==> config.mk <==
export PLATFORM = sky130hd
export DESIGN_NAME = sdot_ctrl
export DESIGN_NICKNAME = d
export VERILOG_FILES = /design/src/sdot_pkg.sv /design/src/sdot_ctrl.sv
export SDC_FILE = /design/constraint.sdc
export NUM_CORES = 1
export LEC_CHECK = 0
export BUFFER_PORTS_ARGS = -buffer_cell sky130_fd_sc_hd__clkbuf_2
export CAP_MARGIN = 10
export CORE_AREA = 2 2 39 41
export CTS_BUF_LIST = sky130_fd_sc_hd__clkbuf_16
export DETAILED_ROUTE_END_ITERATION = 12
export DIE_AREA = 0 0 41 43
export HOLD_SLACK_MARGIN = 0.15
export PLACE_DENSITY = 0.49
export RECOVER_POWER = 100
export SYNTH_ARGS = -nofsm -noshare
export SYNTH_HDL_FRONTEND = slang
export SYNTH_SLANG_ARGS = --single-unit
==> constraint.sdc <==
create_clock -name clk -period 2.6 [get_ports clk]
set_clock_uncertainty 0.15 [all_clocks]
set_input_delay 0.13 -clock clk [delete_from_list [all_inputs] [get_ports clk]]
set_output_delay 0.13 -clock clk [all_outputs]
set_load 0.005 [all_outputs]
==> src/sdot_pkg.sv <==
`timescale 1ns / 1ps
// ----------------------------------------------------------------------------
// sdot_pkg: shared types and constants
// Field widths, status codes, register indexes and the command/status
// structs that join the controller and the datapath.
// ----------------------------------------------------------------------------
package sdot_pkg;

	// field widths
	localparam int CLS_W      = 6;
	localparam int HOUR_W     = 8;
	localparam int POS_W      = 24;
	localparam int MASK_W     = 64;
	localparam int TOL_W      = 49;
	localparam int CFG_IDX_W  = 4;
	localparam int CFG_DATA_W = 64;
	localparam int STATUS_W   = 2;

	// register indexes
	localparam logic [CFG_IDX_W-1:0] CFG_CLASS_MASK = 4'd0;
	localparam logic [CFG_IDX_W-1:0] CFG_TOL_SQ     = 4'd1;

	// reset value of the squared tolerance: (2.0)^2 in 16 fraction bits
	localparam logic [TOL_W-1:0] TOL_RESET = 49'd262144;

	// result status codes
	localparam logic [STATUS_W-1:0] ST_INSERTED  = 2'd0;
	localparam logic [STATUS_W-1:0] ST_CLASS_OFF = 2'd1;
	localparam logic [STATUS_W-1:0] ST_DUPLICATE = 2'd2;
	localparam logic [STATUS_W-1:0] ST_FULL      = 2'd3;

	// one stored object
	typedef struct packed {
		logic [CLS_W-1:0]         cls;
		logic [HOUR_W-1:0]        hour;
		logic signed [POS_W-1:0]  x;
		logic signed [POS_W-1:0]  y;
	} entry_t;

	localparam int ENTRY_W = $bits(entry_t);

	// controller -> datapath
	typedef struct packed {
		logic load;    // capture request, clear scan pointer and duplicate flag
		logic rd;      // read entry at scan pointer, advance pointer
		logic commit;  // decide, append if allowed, present result
	} cmd_t;

	// datapath -> controller
	typedef struct packed {
		logic class_ok;
		logic count_zero;
		logic scan_last;
		logic busy;      // compare pipeline still holds reads
		logic out_full;  // result register still occupied
	} stat_t;

endpackage

==> src/sdot_ctrl.sv <==
`timescale 1ns / 1ps
// ----------------------------------------------------------------------------
// sdot_ctrl: request sequencer
// Accepts a request, scans the held entries one read a cycle, waits for the
// compare pipeline to drain, then commits the decision.
// ----------------------------------------------------------------------------
module sdot_ctrl import sdot_pkg::*; (
	input  logic  clk,
	input  logic  arst_n,
	input  logic  in_valid,
	output logic  in_ready,
	input  stat_t stat,
	output cmd_t  cmd
);
	localparam logic [1:0] S_IDLE   = 2'd0;
	localparam logic [1:0] S_SCAN   = 2'd1;
	localparam logic [1:0] S_DRAIN  = 2'd2;
	localparam logic [1:0] S_DECIDE = 2'd3;

	logic [1:0] state_q;
	logic [1:0] state_d;

	assign in_ready = (state_q == S_IDLE);

	// next state and commands
	always_comb begin
		state_d    = state_q;
		cmd.load   = 1'b0;
		cmd.rd     = 1'b0;
		cmd.commit = 1'b0;
		case (state_q)
			S_IDLE: begin
				if (in_valid) begin
					cmd.load = 1'b1;
					state_d  = S_SCAN;
				end
			end
			S_SCAN: begin
				if (!stat.class_ok || stat.count_zero) begin
					state_d = S_DECIDE;
				end else begin
					cmd.rd = 1'b1;
					if (stat.scan_last) begin
						state_d = S_DRAIN;
					end
				end
			end
			S_DRAIN: begin
				if (!stat.busy) begin
					state_d = S_DECIDE;
				end
			end
			S_DECIDE: begin
				if (!stat.out_full) begin
					cmd.commit = 1'b1;
					state_d    = S_IDLE;
				end
			end
			default: state_d = S_IDLE;
		endcase
	end

	always_ff @(posedge clk or negedge arst_n) begin
		if (!arst_n) begin
			state_q <= S_IDLE;
		end else begin
			state_q <= state_d;
		end
	end

	// checks
	a_load_idle: assert property (@(posedge clk) disable iff (!arst_n)
		cmd.load |-> state_q == S_IDLE)
		else $error("request captured outside idle");

	a_cmd_excl: assert property (@(posedge clk) disable iff (!arst_n)
		$onehot0({cmd.load, cmd.rd, cmd.commit}))
		else $error("overlapping datapath commands");

	a_commit_idle: assert property (@(posedge clk) disable iff (!arst_n)
		cmd.commit |=> state_q == S_IDLE)
		else $error("sequencer did not return to idle after commit");
endmodule

==> results of run 1 <==
-- kinds of logic after synthesis --
| family | count (synthesis) | synth area share, % |
|---|---|---|
| AOI/OAI and AO/OA | 6 | 19.6 |
| adders and majority gates | 4 | 20.1 |
| buffers and inverters | 4 | 6.03 |
| DFF | 2 | 20.1 |
| muxes | 1 | 6.03 |
| and+or+nand+nor | 10 | 28.1 |
-- final cells by class --
| class | count | area share [%] |
|---|---|---|
| timing repair buffer | 14 | 20.1 |
| multi-input combinational | 21 | 42.2 |
| clock buffer | 3 | 17.7 |
| sequential | 2 | 11.8 |
| tap | 16 | 4.72 |
| inverter | 4 | 3.54 |
-- power by group through the flow --
stage               sequential, mW  clock, mW  combinational, mW
global route                0.0817      0.245              0.254
detailed placement          0.0789          0              0.229
CTS                         0.0786      0.231              0.235
finish                      0.0789      0.234              0.224
floorplan                   0.0706          0              0.177
global placement            0.0788          0              0.229
-- cells in the mapped netlist --
master    count
mux2_4        1
and4bb_2      1
nand2b_1      2
a41oi_1       2
a22o_1        1
nor3_2        1
dfrtp_1       2
nor2b_1       2
o211a_1       1
nor3b_1       1
inv_1         4
o21ai_0       1
ha_1          4
nor3_1        1
and2_1        1
nor2_1        1
a22oi_1       1
-- worst max-delay path, stage by stage, from the launching register on --
cell and delay [ns]:
dfrtp_1 0.45, inv_1 0.11, ha_1 0.22, a22o_1 0.24, nor3_1 0.24, mux2_4 0.32
-- per-layer routing --
metal,vias up,routed length [microns]
li1,132,-
met1,121,242
met2,8,316
met3,2,47
met4,0,15
met5,-,0
-- what timing repair did --
action | in CTS | in global routing
hold buffers | 3 | 0
endpoints found under the setup margin | 0 | 0
setup buffers | 0 | 0
endpoints found under the hold margin | 3 | 0
-- how the worst max path moves through the flow --
stage	from	end	cells past startpoint
4_1_cts	state_q[0]	state_q[1]	5
5_1_grt	state_q[0]	state_q[1]	5
2_1_floorplan	state_q[0]	state_q[1]	5
6_report	state_q[0]	state_q[1]	5
3_3_place_gp	state_q[0]	state_q[1]	5
3_5_place_dp	state_q[0]	state_q[1]	5
-- stage by stage --
stage	hold WS (ns)	power (mW)	worst slack, ns	instance area [sq um]	utilization [%]
floorplan	-0.316	0.247	0.900	249	-
global placement	-0.234	0.308	0.783	324	23.4
detailed placement	-0.231	0.308	0.791	324	23.4
CTS	0.166	0.545	0.782	429	31.0
global route	0.182	0.580	0.667	424	30.7
finish	0.153	0.537	0.736	424	30.7
==> out/qor.yml, run 1 <==
outcome: "completed"
synth_top_cell_area_share_pct: 20.1
regMostFlops: "state_q"
p_sw_share_pct: 30.8
leakage_nw: 0.211
synth_area_leaders: "dfrtp_1 20%, ha_1 20%, a41oi_1 7.0%"
grt_pass1_vias: 234
worst_ep_arrival_time_ns: 1.81
synthDistinctLibCells: 17
rsz0062_at_grt: "false"
p_switching_uw: 166
area_delta_synth_final_pct: 70.4
synth-seq-cells: 2
io_buffers: 11
cts.reportedPaths.clkPinSlew_ns: 0.03
start_util_pct: 18.0
antenna_found_initial: 0
drt_iter0_drc: 2
setup_violations: 0
drive_above_1_share_pct: 36.4
grtUsageTotal_pct: 8.94
maxSlewHeadroom_pct: 84.7
tightest_slew_ns: 0.228
vias: 263
r2r_cells: 5
clkPwrFrac_pct: 43.6
overflow: 0
use_met3_pct: 3.14
synth_area_sq_um: 249
worstPathMaxFanout: 7
multi_input_area_sq_um: 179
gp_congestion: 0.710
end_kind: "flip-flop"
ys.warnings.count: 0
pin_count: 12
wl_microns: 622
cts_htree_levels: 1
drc: 0
fmax_mhz: 537
layout_commonest_cell: "clkbuf_2"
worstHoldPathType: "in2reg"
p_int_uw: 372
r2r_slack_ns: 0.74
synthesis.nets: 39
largest_reg_flops: 2
die_y_microns: 43
start_kind: "flip-flop"
holdPathEnd: "state_q[0]"
seqPwrFrac_pct: 14.7
finalSetupTns_ns: 0
clock-root-buffer: "clkbuf_16"
criticalPathCategory: "reg2reg"
layout_common_cells: "11 x clkbuf_2, 4 x inv_1, 4 x ha_1"
final-seq-area_sq_um: 50.0
hp-start: "stat[3]"
cap_violations: 0
instances_no_fill: 60
ant_nets: 0
grt_use_met2_pct: 12.2
grt.busiest_layer: "met2"
slew_violations: 0
hold_violations: 0
crit_required_ns: 2.55
grt_pass1_wl_microns: 952
synth_top_area_cell: "dfrtp_1"
use_met1_pct: 10.3
syn_area_per_cell_sq_um: 9.22
synthCells: 27
hpwl_microns: 466
p_per_area_nw_per_um2: 1270
whs_path_depth: 3
synth_seq_area_share_pct: 20.1
nets: 58
fin_crit_sh_pct: 71.7
pwr-share-comb_pct: 41.7
r2r_end: "state_q[1]"
clk_latency_ns: 0.22
final.min_clock_period_ns: 1.86
via_per_inst: 4.38
dp.cells: 54
post_cts_resized: 0
cts_tree: "yes"
clock-sinks: 2
cts-buffers-inserted: 3
die_w_microns: 41
drtPass1Iterations: 4
reg.largest.list: "state_q (2)"
clock_path_buffers: 2
core_area_sq_um: 1380
vdd_drop_max_mv: 0.402
die_area_sq_um: 1760
std_cell_rows: 14
reg2reg_from: "state_q[0]"
n_fill_cell: 151
grt_start_max_net_pins: 8
n_antenna_cell: 0
wl_per_cell_microns: 10.4
Power figures use the tool's default switching activity.
==> run 2: changes to the inputs <==
--- a/config.mk
+++ b/config.mk
@@ -5,6 +5,7 @@
 export SDC_FILE = /design/constraint.sdc
 export NUM_CORES = 1
 export LEC_CHECK = 0
+export ABC_AREA = 1
 export BUFFER_PORTS_ARGS = -buffer_cell sky130_fd_sc_hd__clkbuf_2
 export CAP_MARGIN = 10
 export CORE_AREA = 2 2 39 41
@@ -12,7 +13,7 @@
 export DETAILED_ROUTE_END_ITERATION = 12
 export DIE_AREA = 0 0 41 43
 export HOLD_SLACK_MARGIN = 0.15
-export PLACE_DENSITY = 0.49
+export PLACE_DENSITY = 0.47
 export RECOVER_POWER = 100
 export SYNTH_ARGS = -nofsm -noshare
 export SYNTH_HDL_FRONTEND = slang
==> constraint.sdc (replaced) <==
create_clock -name clk -period 1.85 [get_ports clk]
set_clock_uncertainty 0.15 [all_clocks]
set_input_delay 0.0925 -clock clk [delete_from_list [all_inputs] [get_ports clk]]
set_output_delay 0.0925 -clock clk [all_outputs]
set_load 0.005 [all_outputs]
==> run 2 against run 1 <==
  * Sequential share of layout area decreased by 0.21 points
  * Area after synthesis decreased by 9.0%
  * Core utilization increased by 0.54 points
  * Clock power increased by 38%
  * Register-to-register slack got worse by 0.44 ns
  * Largest cell class unchanged
==> out/qor.yml, run 2 <==
vias: 258  # was 263
reg2reg_from: "state_q[0]"  # unchanged
hp-start: "stat[2]"  # was stat[3]
worst_ep_arrival_time_ns: 1.50  # was 1.81 ns
antenna_found_initial: 0  # unchanged
syn_area_per_cell_sq_um: 6.29  # was 9.22 sq um
instances_no_fill: 72  # was 60
grtUsageTotal_pct: 8.32  # was 8.94%
cts_tree: "yes"  # unchanged
start_kind: "flip-flop"  # unchanged
p_switching_uw: 229  # was 166 uW
seqPwrFrac_pct: 14.4  # was 14.7%
layout_commonest_cell: "nand2_1"  # was clkbuf_2
leakage_nw: 0.250  # was 0.211 nW
async_flop_share_pct: 100  # unchanged
synth_seq_area_share_pct: 22.1  # was 20.1%
wl_microns: 533  # was 622 microns
criticalPathCategory: "reg2reg"  # unchanged
cap_violations: 0  # unchanged
ys.flop_type: "dfrtp_1"  # unchanged
clk_latency_ns: 0.22  # about the same
synth_edf_count: 0  # unchanged
outcome: "completed"  # unchanged
end_kind: "flip-flop"  # unchanged
largest_reg_flops: 2  # unchanged
clock-sinks: 2  # unchanged
synth_common_cells: "12 x nand2_1, 8 x inv_1, 4 x ha_1"  # was 4 x ha_1, 4 x inv_1
synthCells: 36  # was 27
clock-root-buffer: "clkbuf_16"  # unchanged
pin_count: 12  # unchanged
p_int_uw: 461  # was 372 uW
slew_violations: 0  # unchanged
cts.reportedPaths.clkPinSlew_ns: 0.03  # about the same
clock_path_buffers: 2  # unchanged
synth_area_leaders: "dfrtp_1 22%, ha_1 22%, nand2_1 20%"  # was dfrtp_1 20%, ha_1 20%, a41oi_1 7.0%
r2r_cells: 8  # was 5
drc: 0  # unchanged
synth_top_cell_area_share_pct: 22.1  # was 20.1%
ys.warnings.count: 0  # unchanged
ant_nets: 0  # unchanged
std_cell_rows: 14  # unchanged
maxSlewHeadroom_pct: 83.6  # was 84.7%
final.min_clock_period_ns: 1.55  # was 1.86 ns
use_met3_pct: 3.14  # unchanged
setup_violations: 0  # unchanged
via_per_inst: 3.58  # was 4.38
reg.largest.list: "state_q (2)"  # unchanged
rsz0062_at_grt: "false"  # unchanged
finalSetupTns_ns: 0  # unchanged
synth.most_common_cell: "nand2_1"
synthDistinctLibCells: 11  # was 17
layout_common_cells: "12 x nand2_1, 9 x clkbuf_2, 8 x inv_1"  # was 11 x clkbuf_2, 4 x inv_1, 4 x ha_1
tightest_slew_ns: 0.245  # was 0.228 ns
io_buffers: 11  # unchanged
drive_above_1_share_pct: 25.0  # was 36.4%
n_antenna_cell: 0  # unchanged
holdWs_ns: 0.150  # was 0.153 ns
worstPathMaxFanout: 5  # was 7
die_area_sq_um: 1760  # unchanged
n_fill_cell: 152  # was 151
nets: 70  # was 58
grt_start_max_net_pins: 6  # was 8
grt_use_met2_pct: 11.6  # was 12.2%
fmax_mhz: 644  # was 537 MHz
hpwl_microns: 383  # was 466 microns
overflow: 0  # unchanged
grt.busiest_layer: "met2"  # unchanged
synth-seq-cells: 2  # unchanged
synth_area_sq_um: 226  # was 249 sq um
die_y_microns: 43  # unchanged
fin_crit_sh_pct: 83.9  # was 71.7%
drt_iter0_drc: 7  # was 2
cts_htree_levels: 1  # unchanged
wl_per_cell_microns: 7.40  # was 10.4 microns
r2r_slack_ns: 0.30  # was 0.74 ns
p_sw_share_pct: 33.2  # was 30.8%
hold_violations: 0  # unchanged
grt_pass1_wl_microns: 945  # was 952 microns
holdPathEnd: "state_q[1]"  # was state_q[0]
use_met1_pct: 8.97  # was 10.3%
die_w_microns: 41  # unchanged
regMostFlops: "state_q"  # unchanged
pwr-share-comb_pct: 39.0  # was 41.7%
p_per_area_nw_per_um2: 1600  # was 1270 nW/um^2
whs_path_depth: 5  # was 3
core_area_sq_um: 1380  # unchanged
dp.cells: 63  # was 54
area_delta_synth_final_pct: 90.6  # was 70.4%
grt_pass1_vias: 261  # was 234
clkPwrFrac_pct: 46.6  # was 43.6%
cts-buffers-inserted: 3  # unchanged
synthesis.nets: 48  # was 39
worstHoldPathType: "in2reg"  # unchanged
start_util_pct: 16.4  # was 18.0%
drtPass1Iterations: 4  # unchanged
vdd_drop_max_mv: 0.664  # was 0.402 mV
gp_congestion: 0.777  # was 0.710
synth_top_area_cell: "dfrtp_1"  # unchanged
crit_required_ns: 1.80  # was 2.55 ns
r2r_end: "state_q[0]"  # was state_q[1]
run 2: worst max path at each step:
stage / cells past startpoint / from / slack, ns / to
after floorplan: 8 / state_q[0] / 0.49 / state_q[0]
after global placement: 8 / state_q[0] / 0.41 / state_q[1]
after detailed placement: 8 / state_q[0] / 0.38 / state_q[0]
after CTS: 8 / state_q[0] / 0.35 / state_q[0]
after global routing: 8 / state_q[0] / 0.14 / state_q[0]
final: 8 / state_q[0] / 0.30 / state_q[0]
run 2: cell type report:
class                      instances  area [sq um]  share of cell area [%]
timing repair buffer              17           113                    26.1
sequential                         2          50.0                    11.6
inverter                           9          33.8                    7.83
clock buffer                       3          75.1                    17.4
multi-input combinational         25           140                    32.5
tap                               16          20.0                    4.64
run 2: through the flow:
| stage | total power, mW | util, % | worst slack [ns] | instance area [sq um] |
|---|---|---|---|---|
| final | 0.690 | 31.2 | 0.298 | 432 |
| after CTS | 0.711 | 31.6 | 0.350 | 437 |
| after global placement | 0.374 | 21.8 | 0.410 | 302 |
| after global routing | 0.761 | 31.2 | 0.145 | 432 |
| after floorplan | 0.295 | - | 0.492 | 226 |
| after detailed placement | 0.369 | 21.8 | 0.376 | 302 |
run 2: cell families after synthesis:
kind of cell / after synthesis / share of synthesized area, %
AO/OA/AOI/OAI: 1 / 2.21
adder cells (fa/ha/maj): 4 / 22.1
buffers and inverters: 9 / 14.9
flip-flops: 2 / 22.1
AND/OR/NAND/NOR: 20 / 38.7
run 2: power by group through the flow:
stage                     sequential, mW  combinational (mW)  clock, mW
after CTS                          0.101               0.282      0.328
after global routing               0.106               0.320      0.335
after detailed placement           0.101               0.268          0
after floorplan                   0.0925               0.202          0
after global placement             0.102               0.272          0
final                             0.0998               0.269      0.322
run 2: repair_timing:
| item | 4_1_cts | 5_1_grt |
|---|---|---|
| gates resized for setup | 0 | 0 |
| hold buffers | 6 | 0 |
| buffers inserted | 0 | 0 |
| hold endpoints to repair | 4 | 0 |
run 2: metal layers:
layer	routed length [microns]	vias to the layer above	part of all wire, %
met5	0	-	0
met3	49	0	9.2
met4	0	0	0
met1	243	102	46
li1	-	145	-
met2	240	11	45
run 2: critical path, cell delays in order (launching register included):
cell and delay [ns]:
dfrtp_1 0.41, inv_1 0.11, ha_1 0.25, clkinv_1 0.07
nor2_2 0.03, nor2_1 0.21, nand2_2 0.09, nand2_1 0.07
nand2_1 0.05
==> run 3: changes to the inputs <==
--- a/config.mk
+++ b/config.mk
@@ -13,7 +13,7 @@
 export DETAILED_ROUTE_END_ITERATION = 12
 export DIE_AREA = 0 0 41 43
 export HOLD_SLACK_MARGIN = 0.15
-export PLACE_DENSITY = 0.47
+export PLACE_DENSITY = 0.49
 export RECOVER_POWER = 100
 export SYNTH_ARGS = -nofsm -noshare
 export SYNTH_HDL_FRONTEND = slang
==> constraint.sdc (replaced) <==
create_clock -name clk -period 1.3 [get_ports clk]
set_clock_uncertainty 0.15 [all_clocks]
set_input_delay 0.065 -clock clk [delete_from_list [all_inputs] [get_ports clk]]
set_output_delay 0.065 -clock clk [all_outputs]
set_load 0.005 [all_outputs]
==> run 3 against run 2 <==
  * The flow now finishes with violations (setup timing)
  * Sequential cell count unchanged
  * Sequential share of layout area decreased by 2.3 points
  * First-iteration DRC count decreased by 86%
  * Die area unchanged
  * Critical path type is now reg2out
  * Power increased by 94%
  * Wire length increased by 27%
  * Worst setup slack got worse by 0.35 ns
  * Clock power increased by 42%
  * Cell area increased by 31%
==> out/qor.yml, run 3 (same netlist as run 2, synthesis figures left out) <==
outcome: "complete, but fails checks"  # was completed
failed_checks: "setup timing"
fmax_mhz: 739
gp_congestion: 0.724  # was 0.777
worstHoldPathType: "in2out"  # was in2reg
regMostFlops: "state_q"  # unchanged
io_buffers: 11  # unchanged
multi_input_area_sq_um: 183  # was 140 sq um
fin_crit_sh_pct: 104
tightest_slew_ns: 0.162  # was 0.245 ns
start_kind: "flip-flop"  # unchanged
final.min_clock_period_ns: 1.35
crit_required_ns: 1.09  # was 1.80 ns
largest_reg_flops: 2  # unchanged
leakage_nw: 0.298  # was 0.250 nW
clock-root-buffer: "clkbuf_16"  # unchanged
core_area_sq_um: 1380  # unchanged
grt_pass1_vias: 285  # was 261
start_util_pct: 16.4  # unchanged
rsz0062_at_grt: "true"  # was false
reg.largest.list: "state_q (2)"  # unchanged
setup_violations: 4  # was 0
setup_ws_ns: -0.0527  # was 0.298 ns
r2r_slack_ns: -0.04  # was 0.30 ns
antenna_found_initial: 0  # unchanged
cap_violations: 0  # unchanged
end_kind: "primary output"  # was flip-flop
wl_microns: 677  # was 533 microns
wl_per_cell_microns: 8.36  # was 7.40 microns
vdd_drop_max_mv: 0.955  # was 0.664 mV
whs_path_depth: 4  # was 5
startpoint: "state_q[1]"  # was state_q[0]
n_antenna_cell: 0  # unchanged
clk_latency_ns: 0.22  # about the same
final-seq-area_sq_um: 52.6  # was 50.0 sq um
clock-sinks: 2  # unchanged
hp-start: "in_valid"  # was stat[2]
cts-buffers-inserted: 3  # unchanged
worst_ep_arrival_time_ns: 1.14  # was 1.50 ns
cts_tree: "yes"  # unchanged
drt_iter0_drc: 1  # was 7
hold_violations: 0  # unchanged
pin_count: 12  # unchanged
die_w_microns: 41  # unchanged
die_area_sq_um: 1760  # unchanged
std_cell_rows: 14  # unchanged
holdPathEnd: "cmd[2]"  # was state_q[1]
hpwl_microns: 422  # was 383 microns
n_fill_cell: 152  # unchanged
r2r_end: "state_q[0]"  # unchanged
maxSlewHeadroom_pct: 89.2  # was 83.6%
finalSetupTns_ns: -0.164  # was 0 ns
grt_start_max_net_pins: 6  # unchanged
slew_violations: 0  # unchanged
grt_pass1_wl_microns: 1010  # was 945 microns
area_delta_synth_final_pct: 150  # was 90.6%
dp.cells: 66  # was 63
overflow: 0  # unchanged
cts_htree_levels: 1  # unchanged
drive_above_1_share_pct: 56.9  # was 25.0%
vias: 312  # was 258
grtUsageTotal_pct: 8.83  # was 8.32%
p_per_area_nw_per_um2: 2360  # was 1600 nW/um^2
ant_nets: 0  # unchanged
cts.reportedPaths.clkPinSlew_ns: 0.03  # about the same
r2r_cells: 6  # was 8
reg2reg_from: "state_q[0]"  # unchanged
drc: 0  # unchanged
drtPass1Iterations: 2  # was 4
layout_common_cells: "10 x nand2_1, 10 x clkbuf_2, 8 x dlygate4sd3_1"  # was 12 x nand2_1, 9 x clkbuf_2, 8 x inv_1
worstPathMaxFanout: 5  # unchanged
criticalPathCategory: "reg2out"  # was reg2reg
die_y_microns: 43  # unchanged
via_per_inst: 3.85  # was 3.58
clock_path_buffers: 2  # unchanged
nets: 79  # was 70
instances_no_fill: 81  # was 72
run 3: cell types whose count changed in the layout (fill, tap and decap cells not counted), sizes merged:
cell         delta
inv             +1
clkinv          -1
dlygate4sd3     +2
buf             +8
clkbuf          -1
run 3: through the flow:
stage | hold slack (ns) | utilization, % | total power [mW] | worst slack (ns) | area [sq um]
floorplan | -0.381 | - | 0.430 | 0.0171 | 231
global placement | -0.296 | 23.8 | 0.607 | -0.0584 | 329
detailed placement | -0.297 | 23.8 | 0.617 | -0.0858 | 329
CTS | 0.248 | 39.0 | 1.27 | -0.101 | 539
global route | 0.286 | 41.0 | 1.46 | -0.111 | 567
finish | 0.249 | 41.0 | 1.34 | -0.0527 | 567
run 3: what timing repair did:
item | 4_1_cts | 5_1_grt
gates cloned | 0 | 0
hold buffers | 8 | 0
gates resized for setup | 8 | 9
pin swaps | 2 | 2
hold endpoints to repair | 4 | 0
buffers inserted | 3 | 1
setup endpoints to repair | 5 | 6
run 3: how the worst max path moves through the flow:
stage	endpoint	slack, ns	cells past startpoint
CTS	cmd[2]	-0.10	6
detailed placement	state_q[0]	-0.09	7
global placement	state_q[0]	-0.06	7
global route	state_q[0]	-0.11	8
finish	cmd[2]	-0.05	6
floorplan	state_q[0]	0.02	7
run 3: critical path, stage by stage, from the launching register on:
cell and delay (ns):
dfrtp_2 0.41, inv_4 0.06, ha_4 0.16, buf_6 0.11, nand2_2 0.05, inv_2 0.03, buf_6 0.10
run 3: where the power goes:
part / internal [mW] / total, mW / switching (mW)
clock: 0.391 / 0.457 / 0.0659
sequential: 0.105 / 0.160 / 0.0555
combinational: 0.402 / 0.721 / 0.318
total: 0.898 / 1.34 / 0.440
run 3: area by class of cell:
class                   instances  area share, %
flip-flops and latches          2           9.27
inverters                       9           6.84
multi-input cells              25           32.2
well taps                      16           3.53
clock buffers                   3           13.2
repair buffers                 26           34.9
run 3: per-layer routing:
| layer | GRT usage, % | part of all wire [%] | vias up |
|---|---|---|---|
| met3 | 4.71 | 6.1 | 0 |
| li1 | - | - | 165 |
| met1 | 8.33 | 38 | 138 |
| met4 | 4.00 | 0 | 0 |
| met5 | 0 | 0 | - |
| met2 | 14.7 | 56 | 9 |
